--- config.mk ---
export PLATFORM = sky130hd
export DESIGN_NAME = ship_speed_yaw_euler_step
export DESIGN_NICKNAME = d
export VERILOG_FILES = /design/src/hw/rtl/ssye_pkg.sv /design/src/hw/rtl/ship_speed_yaw_euler_step.sv /design/src/hw/rtl/ssye_mul.sv /design/src/hw/rtl/ssye_div.sv
export SDC_FILE = /design/constraint.sdc
export NUM_CORES = 2
export LEC_CHECK = 0
export BUFFER_PORTS_ARGS = -buffer_cell sky130_fd_sc_hd__buf_2
export CORE_MARGIN = 1
export CORE_UTILIZATION = 55
export CTS_CLUSTER_DIAMETER = 200
export DETAILED_ROUTE_END_ITERATION = 6
export MAX_ROUTING_LAYER = met4
export PLACE_DENSITY = 0.72
export SLEW_MARGIN = 20
export SYNTH_ARGS = -nofsm -noshare
export SYNTH_HDL_FRONTEND = slang
export SYNTH_SLANG_ARGS = --single-unit
--- constraint.sdc ---
create_clock -name i_clk -period 12.1 [get_ports i_clk]
set_input_delay 1.815 -clock i_clk [delete_from_list [all_inputs] [get_ports i_clk]]
set_output_delay 1.815 -clock i_clk [all_outputs]
set_load 0.05 [all_outputs]
--- src/hw/rtl/ssye_pkg.sv ---
// ----------------------------------------------------------------------------
// ssye_pkg
// Shared types and constants for the boat speed/yaw Euler step block.
// ----------------------------------------------------------------------------
package ssye_pkg;

    localparam int MUL_AW    = 40;
    localparam int MUL_BW    = 32;
    localparam int MUL_PW    = 64;
    localparam int MUL_NW    = 5;
    localparam int DIV_W     = 26;
    localparam int DIV_STEPS = 24;
    localparam int CFG_AW    = 3;
    localparam int CFG_DW    = 26;

    localparam logic signed [26:0] DEG360 = 27'sd23592960;
    localparam logic signed [26:0] DEG180 = 27'sd11796480;

    typedef enum logic [CFG_AW-1:0] {
        REG_THRUST  = 3'd0,
        REG_LDRAG   = 3'd1,
        REG_QDRAG   = 3'd2,
        REG_STOP    = 3'd3,
        REG_YAWRATE = 3'd4,
        REG_TREF    = 3'd5,
        REG_SLIMIT  = 3'd6
    } t_cfg_reg;

    typedef struct packed {
        logic              start;
        logic [MUL_AW-1:0] a;
        logic [MUL_BW-1:0] b;
        logic [MUL_NW-1:0] n;
    } t_mul_req;

endpackage

--- src/hw/rtl/ship_speed_yaw_euler_step.sv ---
// ----------------------------------------------------------------------------
// ship_speed_yaw_euler_step
// One forward-Euler tick of a boat speed/yaw model per input transaction.
// Products run on the bit-serial multiplier (eight, or nine with the divider
// path, of n = 16, 24 or 31 bits) and the quotient on the restoring divider.
// A zero step or an over-limit stored speed skips them and returns a zeroed, invalid result.
// Throughput: one transaction at a time. Sync active-low reset clears the
// control, speed and heading and loads the register defaults.
// ----------------------------------------------------------------------------
module ship_speed_yaw_euler_step (
    input  logic                          i_clk,
    input  logic                          i_rst_n,
    input  logic                          i_cfg_wr_en,
    input  logic [ssye_pkg::CFG_AW-1:0]   i_cfg_addr,
    input  logic [ssye_pkg::CFG_DW-1:0]   i_cfg_data,
    input  logic                          s_axis_tvalid,
    output logic                          s_axis_tready,
    // throttle[15:0], steer[31:16], step_time[55:32]
    input  logic [55:0]                   s_axis_tdata,
    output logic                          m_axis_tvalid,
    input  logic                          m_axis_tready,
    // acceleration[39:0], yaw_rate[64:40], travel[96:65],
    // next_speed[128:97], next_yaw[153:129], zero pad
    output logic [159:0]                  m_axis_tdata,
    // valid_res[0]
    output logic                          m_axis_tuser
);
    import ssye_pkg::*;

    typedef enum logic [3:0] {
        S_IDLE, S_ZERO, S_QC, S_T1, S_T2, S_T3, S_SAT, S_YM, S_DIV,
        S_YF, S_TRV, S_NS, S_NY, S_WRAP, S_SNAP, S_FIN
    } t_state;

    t_state r_state;

    logic [24:0] r_thrust;
    logic [17:0] r_ldrag;
    logic [23:0] r_qdrag;
    logic [21:0] r_stop;
    logic [23:0] r_yrl;
    logic [25:0] r_tref;
    logic [14:0] r_slim;

    logic signed [31:0] r_speed;
    logic signed [24:0] r_heading;
    logic signed [15:0] r_thr;
    logic signed [15:0] r_st;
    logic [23:0]        r_dt;
    logic [30:0]        r_av;
    logic [30:0]        r_qcoef;
    logic signed [63:0] r_acc64;
    logic signed [39:0] r_acc;
    logic [39:0]        r_m;
    logic [24:0]        r_rmag;
    logic signed [31:0] r_travel;
    logic signed [41:0] r_ns;
    logic signed [26:0] r_sum;

    t_mul_req r_mreq;
    logic     r_div_start;
    logic     w_mul_done;
    logic [MUL_PW-1:0] w_prod;
    logic     w_div_done;
    logic [DIV_STEPS-1:0] w_quot;

    logic                r_o_valid;
    logic                r_o_user;
    logic [159:0]        r_o_data;

    logic [31:0]         w_av;
    logic [30:0]         w_lim;
    logic [15:0]         w_thr_mag;
    logic [15:0]         w_st_mag;
    logic [39:0]         w_acc_mag;
    logic signed [24:0]  w_rate;
    logic signed [63:0]  w_pos;
    logic signed [63:0]  w_neg;
    logic signed [63:0]  w_sh;
    logic [41:0]         w_ns_mag;
    logic                w_out_free;
    logic                w_in_acc;

    assign w_av      = r_speed[31] ? 32'(-r_speed) : 32'(r_speed);
    assign w_lim     = {r_slim, 16'b0};
    assign w_thr_mag = r_thr[15] ? 16'(-r_thr) : 16'(r_thr);
    assign w_st_mag  = r_st[15] ? 16'(-r_st) : 16'(r_st);
    assign w_acc_mag = r_acc[39] ? 40'(-r_acc) : 40'(r_acc);
    assign w_rate    = r_st[15] ? -$signed(r_rmag) : $signed(r_rmag);
    assign w_pos     = $signed(w_prod);
    assign w_neg     = -$signed(w_prod);
    assign w_sh      = r_acc64 >>> 24;
    assign w_ns_mag  = r_ns[41] ? 42'(-r_ns) : 42'(r_ns);
    assign w_out_free = !r_o_valid || m_axis_tready;
    assign w_in_acc  = s_axis_tvalid && s_axis_tready;

    ssye_mul u_mul (
        .i_clk   (i_clk),
        .i_rst_n (i_rst_n),
        .i_req   (r_mreq),
        .o_done  (w_mul_done),
        .o_prod  (w_prod)
    );

    ssye_div u_div (
        .i_clk   (i_clk),
        .i_rst_n (i_rst_n),
        .i_start (r_div_start),
        .i_num   (r_av[DIV_W-1:0]),
        .i_den   (r_tref),
        .o_done  (w_div_done),
        .o_quot  (w_quot)
    );

    // configuration registers
    always_ff @(posedge i_clk) begin
        if (!i_rst_n) begin
            r_thrust <= 25'd6553600;
            r_ldrag  <= 18'd32768;
            r_qdrag  <= 24'd0;
            r_stop   <= 22'd65536;
            r_yrl    <= 24'd1966080;
            r_tref   <= 26'd6553600;
            r_slim   <= 15'd5000;
        end else if (i_cfg_wr_en) begin
            unique case (t_cfg_reg'(i_cfg_addr))
                REG_THRUST:  r_thrust <= i_cfg_data[24:0];
                REG_LDRAG:   r_ldrag  <= i_cfg_data[17:0];
                REG_QDRAG:   r_qdrag  <= i_cfg_data[23:0];
                REG_STOP:    r_stop   <= i_cfg_data[21:0];
                REG_YAWRATE: r_yrl    <= i_cfg_data[23:0];
                REG_TREF:    r_tref   <= i_cfg_data[25:0];
                REG_SLIMIT:  r_slim   <= i_cfg_data[14:0];
                default: ;
            endcase
        end
    end

    // sequencer
    always_ff @(posedge i_clk) begin
        if (!i_rst_n) begin
            r_state      <= S_IDLE;
            r_speed      <= '0;
            r_heading    <= '0;
            r_mreq.start <= 1'b0;
            r_div_start  <= 1'b0;
            r_o_valid    <= 1'b0;
        end else begin
            r_mreq.start <= 1'b0;
            r_div_start  <= 1'b0;
            if (m_axis_tvalid && m_axis_tready) begin
                r_o_valid <= 1'b0;
            end
            unique case (r_state)
                S_IDLE: begin
                    if (w_in_acc) begin
                        r_thr <= s_axis_tdata[15:0];
                        r_st  <= s_axis_tdata[31:16];
                        r_dt  <= s_axis_tdata[55:32];
                        r_av  <= w_av[30:0];
                        if (s_axis_tdata[55:32] == 24'd0 || w_av > {1'b0, w_lim}) begin
                            r_state <= S_ZERO;
                        end else begin
                            r_mreq <= '{1'b1, MUL_AW'(r_qdrag), {1'b0, w_av[30:0]},
                                       MUL_NW'(31)};
                            r_state <= S_QC;
                        end
                    end
                end
                S_ZERO: begin
                    if (w_out_free) begin
                        r_speed   <= '0;
                        r_heading <= '0;
                        r_o_valid <= 1'b1;
                        r_o_user  <= 1'b0;
                        r_o_data  <= '0;
                        r_state   <= S_IDLE;
                    end
                end
                S_QC: begin
                    if (w_mul_done) begin
                        r_qcoef <= w_prod[54:24];
                        r_mreq  <= '{1'b1, MUL_AW'(r_thrust), MUL_BW'(w_thr_mag),
                                    MUL_NW'(16)};
                        r_state <= S_T1;
                    end
                end
                S_T1: begin
                    if (w_mul_done) begin
                        r_acc64 <= r_thr[15] ? -$signed({w_prod[54:0], 9'b0})
                                             : $signed({w_prod[54:0], 9'b0});
                        r_mreq  <= '{1'b1, MUL_AW'(r_ldrag), {1'b0, r_av}, MUL_NW'(31)};
                        r_state <= S_T2;
                    end
                end
                S_T2: begin
                    if (w_mul_done) begin
                        r_acc64 <= r_speed[31] ? r_acc64 + $signed({w_prod[55:0], 8'b0})
                                               : r_acc64 - $signed({w_prod[55:0], 8'b0});
                        r_mreq  <= '{1'b1, MUL_AW'(r_qcoef), {1'b0, r_av}, MUL_NW'(31)};
                        r_state <= S_T3;
                    end
                end
                S_T3: begin
                    if (w_mul_done) begin
                        r_acc64 <= r_speed[31] ? r_acc64 + w_pos : r_acc64 - w_pos;
                        r_state <= S_SAT;
                    end
                end
                S_SAT: begin
                    if (w_sh[63:39] != {25{w_sh[39]}}) begin
                        r_acc <= w_sh[63] ? 40'sh80_0000_0000 : 40'sh7F_FFFF_FFFF;
                    end else begin
                        r_acc <= w_sh[39:0];
                    end
                    r_mreq  <= '{1'b1, MUL_AW'(r_yrl), MUL_BW'(w_st_mag), MUL_NW'(16)};
                    r_state <= S_YM;
                end
                S_YM: begin
                    if (w_mul_done) begin
                        r_m <= w_prod[39:0];
                        if (r_av >= {5'b0, r_tref}) begin
                            r_rmag  <= w_prod[39:15];
                            r_mreq  <= '{1'b1, MUL_AW'(r_av), MUL_BW'(r_dt), MUL_NW'(24)};
                            r_state <= S_TRV;
                        end else begin
                            r_div_start <= 1'b1;
                            r_state     <= S_DIV;
                        end
                    end
                end
                S_DIV: begin
                    if (w_div_done) begin
                        r_mreq  <= '{1'b1, r_m, MUL_BW'(w_quot), MUL_NW'(24)};
                        r_state <= S_YF;
                    end
                end
                S_YF: begin
                    if (w_mul_done) begin
                        r_rmag  <= w_prod[63:39];
                        r_mreq  <= '{1'b1, MUL_AW'(r_av), MUL_BW'(r_dt), MUL_NW'(24)};
                        r_state <= S_TRV;
                    end
                end
                S_TRV: begin
                    if (w_mul_done) begin
                        r_travel <= r_speed[31] ? 32'(w_neg >>> 24) : 32'(w_pos >>> 24);
                        r_mreq   <= '{1'b1, w_acc_mag, MUL_BW'(r_dt), MUL_NW'(24)};
                        r_state  <= S_NS;
                    end
                end
                S_NS: begin
                    if (w_mul_done) begin
                        r_ns <= {{10{r_speed[31]}}, r_speed}
                              + (r_acc[39] ? 42'(w_neg >>> 24) : 42'(w_pos >>> 24));
                        r_mreq  <= '{1'b1, MUL_AW'(r_rmag), MUL_BW'(r_dt), MUL_NW'(24)};
                        r_state <= S_NY;
                    end
                end
                S_NY: begin
                    if (w_mul_done) begin
                        r_sum <= {{2{r_heading[24]}}, r_heading}
                               + (r_st[15] ? 27'(w_neg >>> 24) : 27'(w_pos >>> 24));
                        r_state <= S_WRAP;
                    end
                end
                S_WRAP: begin
                    if (r_sum < 0) begin
                        r_sum <= r_sum + DEG360;
                    end else if (r_sum >= DEG360) begin
                        r_sum <= r_sum - DEG360;
                    end else begin
                        if (r_sum > DEG180) begin
                            r_sum <= r_sum - DEG360;
                        end
                        r_state <= S_SNAP;
                    end
                end
                S_SNAP: begin
                    if (r_thr == 16'sd0 && w_ns_mag <= 42'(r_stop)) begin
                        r_ns <= '0;
                    end
                    r_state <= S_FIN;
                end
                S_FIN: begin
                    if (w_out_free) begin
                        r_o_valid <= 1'b1;
                        if (w_ns_mag <= 42'(w_lim)) begin
                            r_speed   <= r_ns[31:0];
                            r_heading <= r_sum[24:0];
                            r_o_user  <= 1'b1;
                            r_o_data  <= {6'b0, r_sum[24:0], r_ns[31:0], r_travel,
                                          w_rate, r_acc};
                        end else begin
                            r_speed  <= '0;
                            r_o_user <= 1'b0;
                            r_o_data <= {6'b0, r_heading, 32'b0, r_travel, w_rate, r_acc};
                        end
                        r_state <= S_IDLE;
                    end
                end
                default: r_state <= S_IDLE;
            endcase
        end
    end

    assign s_axis_tready = (r_state == S_IDLE);
    assign m_axis_tvalid = r_o_valid;
    assign m_axis_tdata  = r_o_data;
    assign m_axis_tuser  = r_o_user;

    a_heading_range: assert property (@(posedge i_clk) disable iff (!i_rst_n)
        (r_heading <= $signed(DEG180[24:0])) && (r_heading > -$signed(DEG180[24:0])))
        else $error("heading out of range");

    a_invalid_speed_zero: assert property (@(posedge i_clk) disable iff (!i_rst_n)
        (m_axis_tvalid && !m_axis_tuser) |-> (m_axis_tdata[128:97] == 32'd0))
        else $error("invalid result with nonzero speed");

    a_div_fraction: assert property (@(posedge i_clk) disable iff (!i_rst_n)
        r_div_start |-> (r_av < {5'b0, r_tref}))
        else $error("divider started with speed above reference");

endmodule

--- src/hw/rtl/ssye_mul.sv ---
// ----------------------------------------------------------------------------
// ssye_mul
// Bit-serial unsigned multiplier, MSB first, one multiplier bit per cycle.
// ----------------------------------------------------------------------------
module ssye_mul (
    input  logic                         i_clk,
    input  logic                         i_rst_n,
    input  ssye_pkg::t_mul_req           i_req,
    output logic                         o_done,
    output logic [ssye_pkg::MUL_PW-1:0]  o_prod
);
    import ssye_pkg::*;

    logic              r_busy;
    logic              r_done;
    logic [MUL_NW-1:0] r_idx;
    logic [MUL_AW-1:0] r_a;
    logic [MUL_BW-1:0] r_b;
    logic [MUL_PW-1:0] r_acc;

    always_ff @(posedge i_clk) begin
        if (!i_rst_n) begin
            r_busy <= 1'b0;
            r_done <= 1'b0;
        end else begin
            r_done <= 1'b0;
            if (i_req.start) begin
                r_busy <= 1'b1;
                r_idx  <= i_req.n - MUL_NW'(1);
                r_a    <= i_req.a;
                r_b    <= i_req.b;
                r_acc  <= '0;
            end else if (r_busy) begin
                r_acc <= {r_acc[MUL_PW-2:0], 1'b0}
                       + (r_b[r_idx] ? MUL_PW'(r_a) : MUL_PW'(0));
                if (r_idx == '0) begin
                    r_busy <= 1'b0;
                    r_done <= 1'b1;
                end else begin
                    r_idx <= r_idx - MUL_NW'(1);
                end
            end
        end
    end

    assign o_done = r_done;
    assign o_prod = r_acc;

endmodule

--- src/hw/rtl/ssye_div.sv ---
// ----------------------------------------------------------------------------
// ssye_div
// Restoring fraction divider: num/den with num < den, one quotient bit a cycle.
// ----------------------------------------------------------------------------
module ssye_div (
    input  logic                           i_clk,
    input  logic                           i_rst_n,
    input  logic                           i_start,
    input  logic [ssye_pkg::DIV_W-1:0]     i_num,
    input  logic [ssye_pkg::DIV_W-1:0]     i_den,
    output logic                           o_done,
    output logic [ssye_pkg::DIV_STEPS-1:0] o_quot
);
    import ssye_pkg::*;

    logic                 r_busy;
    logic                 r_done;
    logic [4:0]           r_cnt;
    logic [DIV_W:0]       r_rem;
    logic [DIV_W-1:0]     r_den;
    logic [DIV_STEPS-1:0] r_quot;
    logic [DIV_W:0]       w_rem2;
    logic                 w_ge;

    assign w_rem2 = {r_rem[DIV_W-1:0], 1'b0};
    assign w_ge   = (w_rem2 >= {1'b0, r_den});

    always_ff @(posedge i_clk) begin
        if (!i_rst_n) begin
            r_busy <= 1'b0;
            r_done <= 1'b0;
        end else begin
            r_done <= 1'b0;
            if (i_start) begin
                r_busy <= 1'b1;
                r_cnt  <= 5'(DIV_STEPS - 1);
                r_rem  <= {1'b0, i_num};
                r_den  <= i_den;
                r_quot <= '0;
            end else if (r_busy) begin
                r_rem  <= w_ge ? (w_rem2 - {1'b0, r_den}) : w_rem2;
                r_quot <= {r_quot[DIV_STEPS-2:0], w_ge};
                if (r_cnt == '0) begin
                    r_busy <= 1'b0;
                    r_done <= 1'b1;
                end else begin
                    r_cnt <= r_cnt - 5'd1;
                end
            end
        end
    end

    assign o_done = r_done;
    assign o_quot = r_quot;

endmodule
After elaboration in Yosys (flattened, before gate mapping)
Index checks and enable logic that the tools add are counted.
{"block": "classes", "eq_ne": 44, "reduce_logical": 50, "n_addsub": 21, "n_mux": 98, "bitwise_logic": 3, "magnitude_cmp": 9}
{"operator": "two-way mux 78 bit", "count": 11}
{"operator": "one-hot mux 78 bit (10 select lines)", "count": 1}
{"operator": "two-way mux 64 bit", "count": 7}
{"operator": "two-way mux 160 bit", "count": 2}
{"operator": "one-hot mux 160 bit (2 select lines)", "count": 1}
{"operator": "adder 64 bit", "count": 3}
{"operator": "one-hot mux 64 bit (3 select lines)", "count": 1}
{"operator": "two-way mux 25 bit", "count": 7}
{"operator": "two-way mux 42 bit", "count": 4}
{"operator": "two-way mux 32 bit", "count": 5}
{"operator": "two-way mux 154 bit", "count": 1}
{"operator": "two-way mux 27 bit", "count": 5}
{"operator": "negator 64 bit", "count": 2}
{"operator": "subtractor 64 bit", "count": 2}
{"operator": "one-hot mux 25 bit (2 select lines)", "count": 2}
{"operator": "one-hot mux 42 bit (2 select lines)", "count": 1}
{"operator": "two-way mux 40 bit", "count": 2}
{"operator": "two-way mux 26 bit", "count": 3}
{"operator": "one-hot mux 32 bit (2 select lines)", "count": 1}
{"operator": "one-hot mux 4 bit (15 select lines)", "count": 1}
{"operator": "two-way mux 4 bit", "count": 14}
{"operator": "one-hot mux 27 bit (2 select lines)", "count": 1}
{"operator": "adder 42 bit", "count": 1}
{"operator": "less-or-equal comparator 42 x 22 -> 1 bit", "count": 1}
{"operator": "other kinds (55)", "count": 146}
{"block": "totals", "out_inout_bits": 163, "reg_bits": 1070}

Longest topological paths before layout
{"block": "depth", "depth_word": 7, "mapped_depth": 26, "mapped_depth_nobuf": 24}

Cells and area by module
Synthesis repeated with hierarchy kept, for this count alone.
{"block": "hier_totals", "hier_cells": 6346, "hier_area_um2": 63171.8}
{"mod": "ship_speed_yaw_euler_step", "instances": 1, "seq_area_each_um2": 22892.0, "cells_per_inst": 5193, "area_per_inst_um2": 50269.5}
{"mod": "ssye_mul", "instances": 1, "seq_area_each_um2": 4274.1, "cells_per_inst": 728, "area_per_inst_um2": 8141.6}
{"mod": "ssye_div", "instances": 1, "seq_area_each_um2": 2472.4, "cells_per_inst": 425, "area_per_inst_um2": 4760.8}

Worst setup path after synthesis
Ideal clock, no wire load.
{"block": "synth_timing", "path_kind": "register to register", "from": "reg r_ns[41]", "to": "reg r_ns[0], enable pin", "n_path_buf": 5, "t_arrival_ns": 6.431, "path_stages_with_launch": 20, "setup_slack_ns": 5.163, "setup_ns": 0.506, "cell_sequence": "edfxtp_1 clkbuf_1 clkbuf_1 clkbuf_1 clkbuf_1 clkbuf_1 o21ai_0 ha_1 nor2b_1 o21a_1 o21a_1 o21ai_0 nand2b_1 a21oi_1 o21ai_0 a221oi_1 o31ai_1 nand2_1 nand4_1 a21boi_0"}
{"block": "synth_between", "elab_chain_cells": 6}
{"element": "from (decl)", "line_no": "ship_speed_yaw_euler_step.sv:57", "source": "logic signed [41:0] r_ns;"}
{"element": "from (signal assigned)", "line_no": "ship_speed_yaw_euler_step.sv:254", "source": "r_ns <= {{10{r_speed[31]}}, r_speed}"}
{"element": "negator 42 bit", "line_no": "ship_speed_yaw_euler_step.sv:93", "source": "assign w_ns_mag = r_ns[41] ? 42'(-r_ns) : 42'(r_ns);"}
{"element": "two-way mux 42 bit (*)", "line_no": "ship_speed_yaw_euler_step.sv:93"}
{"element": "less-or-equal comparator 42 x 22 -> 1 bit (*)", "line_no": "ship_speed_yaw_euler_step.sv:280", "source": "if (r_thr == 16'sd0 && w_ns_mag <= 42'(r_stop)) begin"}
{"element": "logical AND 1 bit (*)", "line_no": "ship_speed_yaw_euler_step.sv:280"}
{"element": "inequality test 2 bit (no line) (*)"}
{"element": "AND reduction 4 bit (no line) (*)"}
Every way passes the cells marked *; elsewhere a longest branch is shown, timed or not.
A chain may end at the register's enable or synchronous reset.

Worst setup path in the final report
{"block": "layout_timing", "from": "reg u_mul.r_acc[0] (netlist: u_mul.o_prod[0])", "to": "reg r_acc64[59], data pin"}
{"block": "layout_between", "elab_chain_cells": 4}
{"element": "from (decl)", "line_no": "ssye_mul.sv:19", "source": "logic [MUL_PW-1:0] r_acc;"}
{"element": "from (signal assigned)", "line_no": "ssye_mul.sv:34", "source": "r_acc <= {r_acc[MUL_PW-2:0], 1'b0}"}
{"element": "subtractor 64 bit (tied with other cells)", "line_no": "ship_speed_yaw_euler_step.sv:206", "source": "r_acc64 <= r_speed[31] ? r_acc64 + w_pos : r_acc64 - w_pos;"}
{"element": "two-way mux 64 bit (on tied branches)", "line_no": "ship_speed_yaw_euler_step.sv:206, ship_speed_yaw_euler_step.sv:190, ship_speed_yaw_euler_step.sv:198"}
{"element": "two-way mux 64 bit (on tied branches)", "line_no": "ship_speed_yaw_euler_step.sv:205, ship_speed_yaw_euler_step.sv:189, ship_speed_yaw_euler_step.sv:197"}
{"element": "one-hot mux 64 bit (3 select lines) (*)", "line_no": "ship_speed_yaw_euler_step.sv:154", "source": "unique case (r_state)"}
{"element": "to (signal assigned)", "line_no": "ship_speed_yaw_euler_step.sv:190", "source": "r_acc64 <= r_thr[15] ? -$signed({w_prod[54:0], 9'b0})"}
{"element": "to (signal assigned)", "line_no": "ship_speed_yaw_euler_step.sv:198", "source": "r_acc64 <= r_speed[31] ? r_acc64 + $signed({w_prod[55:0], 8'b0})"}
{"element": "to (signal assigned)", "line_no": "ship_speed_yaw_euler_step.sv:206"}
{"element": "to (decl)", "line_no": "ship_speed_yaw_euler_step.sv:52", "source": "logic signed [63:0] r_acc64;"}
Every way passes the cells marked *; elsewhere a longest branch is shown, timed or not. The select of a mux whose other input is x is not followed.

==> results.sh <==
export IMPL_clkLatencyLatePin_ns=0.75
export IMPL_drt_iter0_drc=7311
export IMPL_die_area_um2=115000
export IMPL_clockRootBuffer="clkbuf_16"
export IMPL_gp_congestion=1.00
export IMPL_outcome="finished with violations"
export IMPL_fillCellCount=9338
export IMPL_syn_inst=6174
export IMPL_violations="DRC"
export IMPL_tritoncts="yes"
export IMPL_final_period_minus_worst_setup_slack_ns=7.85
export IMPL_static_leakage_power_nw=26.3
export IMPL_numClockSinks=1060
export IMPL_io_pins=253
export IMPL_grt_first_pass_wirelength_um=325000
export IMPL_design_core_area_um2=113000
export IMPL_floorplan_die_height_um=340
export IMPL_wl_per_cell_um=28.6
export IMPL_cts_max_level=3
export IMPL_timing_critical_path_fanout_max=8
export IMPL_worst_setup_skew_after_layout_ns=0.0305
export IMPL_hold_buffers=0
export IMPL_worst_r2r_setup_slack_ns=4.25
export IMPL_floorplan_initialDensity=0.556
export IMPL_numPortBuffers=246
export IMPL_timing_max_cap_violations=0
export IMPL_syn_area_per_cell_um2=10.2
export IMPL_slew_violations=0
export IMPL_min_path_type="reg2reg"
export IMPL_grt_usage=0.393
export IMPL_final_antenna_net_count=0
export IMPL_hpwlAfterDp_um=166000
export IMPL_finish_net_count=6737
export IMPL_worst_ep_required_time_ns=12.53
export IMPL_area_sequential_um2=29600
export IMPL_antenna_found_initial=17
export IMPL_number_of_flip_flops_and_latches_in_the_synthesized_netlist=1060
export IMPL_grt_ovfl_total=0
export IMPL_grt_max_degree=104
export IMPL_fin_setup_tns_ns=0
export IMPL_cts_buffer_depth=3
export IMPL_number_of_enable_flip_flop_cells_after_synthesis=838
export IMPL_ys_warns=0
export IMPL_wirelength_um=227000
export IMPL_whs_ns=0.396
export IMPL_placed_cells_incl_taps=7686
export IMPL_layout_core_utilization=0.614
export IMPL_drt_pass1_iterations=7
export IMPL_cp_data_arrival_time_ns=8.28
export IMPL_cp_start_kind="flop"
export IMPL_cts_resized=0
export IMPL_final_period_utilization=0.649
export IMPL_yosysSeqAreaShare=0.472
export IMPL_stdcell_count=7910
export IMPL_postSynth_asyncResetShare=0
export IMPL_synth_cell_types=90
export IMPL_critical_path_endpoint_type="flop"
export IMPL_multi_input_logic_area_um2=31200
export IMPL_die_width_um=340
export IMPL_synth_top_flop_cell="edfxtp_1"
export IMPL_avgViaCountPerCell=6.52
export IMPL_netlist_area_um2=62700
export IMPL_placed_area_um2=65400
export IMPL_post_route_drc_count=19
export IMPL_via_count_of_the_first_global_routing_pass=47400
export IMPL_finished_cell_area_um2=69200
export IMPL_cts_buffers=113
export IMPL_vdd_ir_drop_worst_v=0.000152
export IMPL_worst_slew_pin_slew_ns=1.18
export IMPL_path_clk_slew_ns=0.07
export IMPL_slew_limit_headroom=0.203
export IMPL_drive_above_1_share=0.107
export IMPL_critPathKind="reg2reg"
export IMPL_max_freq_mhz=127
export IMPL_setup_violations_final=0
export IMPL_power_density_nw_per_um2=197
export IMPL_relative_area_change_from_synthesis_to_final_layout_pct=10.4
export IMPL_final_hold_violation_count=0
export IMPL_detailroute_via_count=51600
export IMPL_grt_setup_unrepaired="no"
export IMPL_std_cell_rows=123
export IMPL_cts_setup_buffers=0
-- kinds of logic (layout without fill, tap and decap cells) --
| kind of cell | count (synthesis) | count (layout) | share of synthesized area |
|---|---|---|---|
| xor gates and xnor gates | 587 | 587 | 0.0820 |
| muxes | 110 | 110 | 0.0197 |
| and+or+nand+nor | 2031 | 2031 | 0.156 |
| DFF | 1060 | 1060 | 0.472 |
| adders and majority gates | 346 | 346 | 0.0698 |
| AOI/OAI and AO/OA | 1500 | 1500 | 0.167 |
| buffers and inverters | 539 | 761 | 0.0332 |
| other | 1 | 15 | 0.0000598 |
-- synth_stat cells (76+ instances only) --
| cell | instances | area (um2) |
|---|---|---|
| a21boi_0 | 155 | 1160 |
| a21o_1 | 168 | 1260 |
| a21oi_1 | 257 | 1290 |
| a22o_1 | 79 | 692 |
| a22oi_1 | 88 | 661 |
| and2_1 | 130 | 813 |
| clkbuf_1 | 283 | 1060 |
| dfxtp_1 | 222 | 4440 |
| edfxtp_1 | 838 | 25200 |
| ha_1 | 340 | 4250 |
| inv_1 | 199 | 747 |
| nand2_1 | 785 | 2950 |
| nand3_1 | 90 | 450 |
| nand4_1 | 76 | 475 |
| nor2_1 | 395 | 1480 |
| nor2b_1 | 102 | 638 |
| nor3_1 | 98 | 490 |
| o21ai_0 | 253 | 1270 |
| xnor2_1 | 404 | 3540 |
| xor2_1 | 183 | 1600 |
-- area by class of cell --
class                      instances  share of cell area
antenna                            9            0.000325
clock buffer                     140              0.0439
clock inverter                    75              0.0105
inverter                         199              0.0108
multi-input combinational       4580               0.451
sequential                      1060               0.428
tap                             1500              0.0271
timing repair buffer             347              0.0288
-- where the power goes --
group	leakage, nW	internal (W)	switching [W]
Clock	1.83	0.00199	0.00158
Combinational	14.9	0.00185	0.00329
Sequential	9.51	0.00453	0.000381
-- per-layer routing --
layer,vias to the layer above,GRT usage,wire length (um),part of all wire
met1,25000,0.533,91500,0.40
met4,0,0.189,13100,0.058
met2,3031,0.569,97800,0.43
li1,22900,-,-,-
met5,-,-,0,0
met3,586,0.0720,24100,0.11
-- cell usage in the layout, fill, tap and decap left out, types with 127 or more instances in the layout --
cell	instances
nand2_1	784
dfxtp_1	219
nor2_1	380
inv_1	199
o21ai_0	253
ha_1	340
and2_1	127
edfxtp_1	838
buf_2	245
a21oi_1	257
xnor2_1	404
xor2_1	183
a21boi_0	153
a21o_1	168
-- sequential cells by signal, summed over array words and instances, names as in the netlist, 25 cells and up --
name / cells
m_axis_tdata: 154
r_acc: 40
r_acc64: 64
r_av: 31
r_heading: 25
r_m: 40
r_mreq: 75
r_ns: 42
r_qcoef: 31
r_rmag: 25
r_speed: 32
r_sum: 27
r_thrust: 25
r_travel: 32
r_tref: 26
u_div.r_den: 26
u_div.r_rem: 26
u_mul.o_prod: 64
u_mul.r_a: 40
u_mul.r_b: 31
-- path summary, 6_finish.rpt --
path                                      start            end  depth (start not counted)
worst min register to register       r_mreq[74]  u_mul.r_a[37]                          0
worst max-delay path            u_mul.o_prod[0]    r_acc64[59]                         24
worst min-delay path                 r_mreq[74]  u_mul.r_a[37]                          0
worst max register to register  u_mul.o_prod[0]    r_acc64[59]                         24
-- critical path, cell delays in order (launching register included) --
cell      delay (ns)
edfxtp_1        0.51
inv_1           0.10
ha_1            0.17
nor3b_1         0.55
nand3b_1        0.32
nor2_1          0.67
nand2_1         0.41
or3_1           0.54
or3_1           0.45
or3_1           0.50
nand2_1         0.14
xnor2_1         0.21
ha_1            0.37
a21o_1          0.20
a21o_1          0.17
a21oi_1         0.16
and2_1          0.17
nand2_1         0.05
o21ai_0         0.52
o31ai_1         0.26
a31o_2          0.39
a31oi_1         0.31
nor3_1          0.08
a31oi_1         0.15
o221ai_1        0.13
-- stage by stage --
stage / power (W) / worst slack, ns
floorplan: 0.00839 / 5.16
global placement: 0.00994 / 4.72
detailed placement: 0.00996 / 4.50
CTS: 0.0135 / 4.43
global route: 0.0142 / 3.69
finish: 0.0136 / 4.25
No activity file was read; power rests on OpenSTA's default activity.
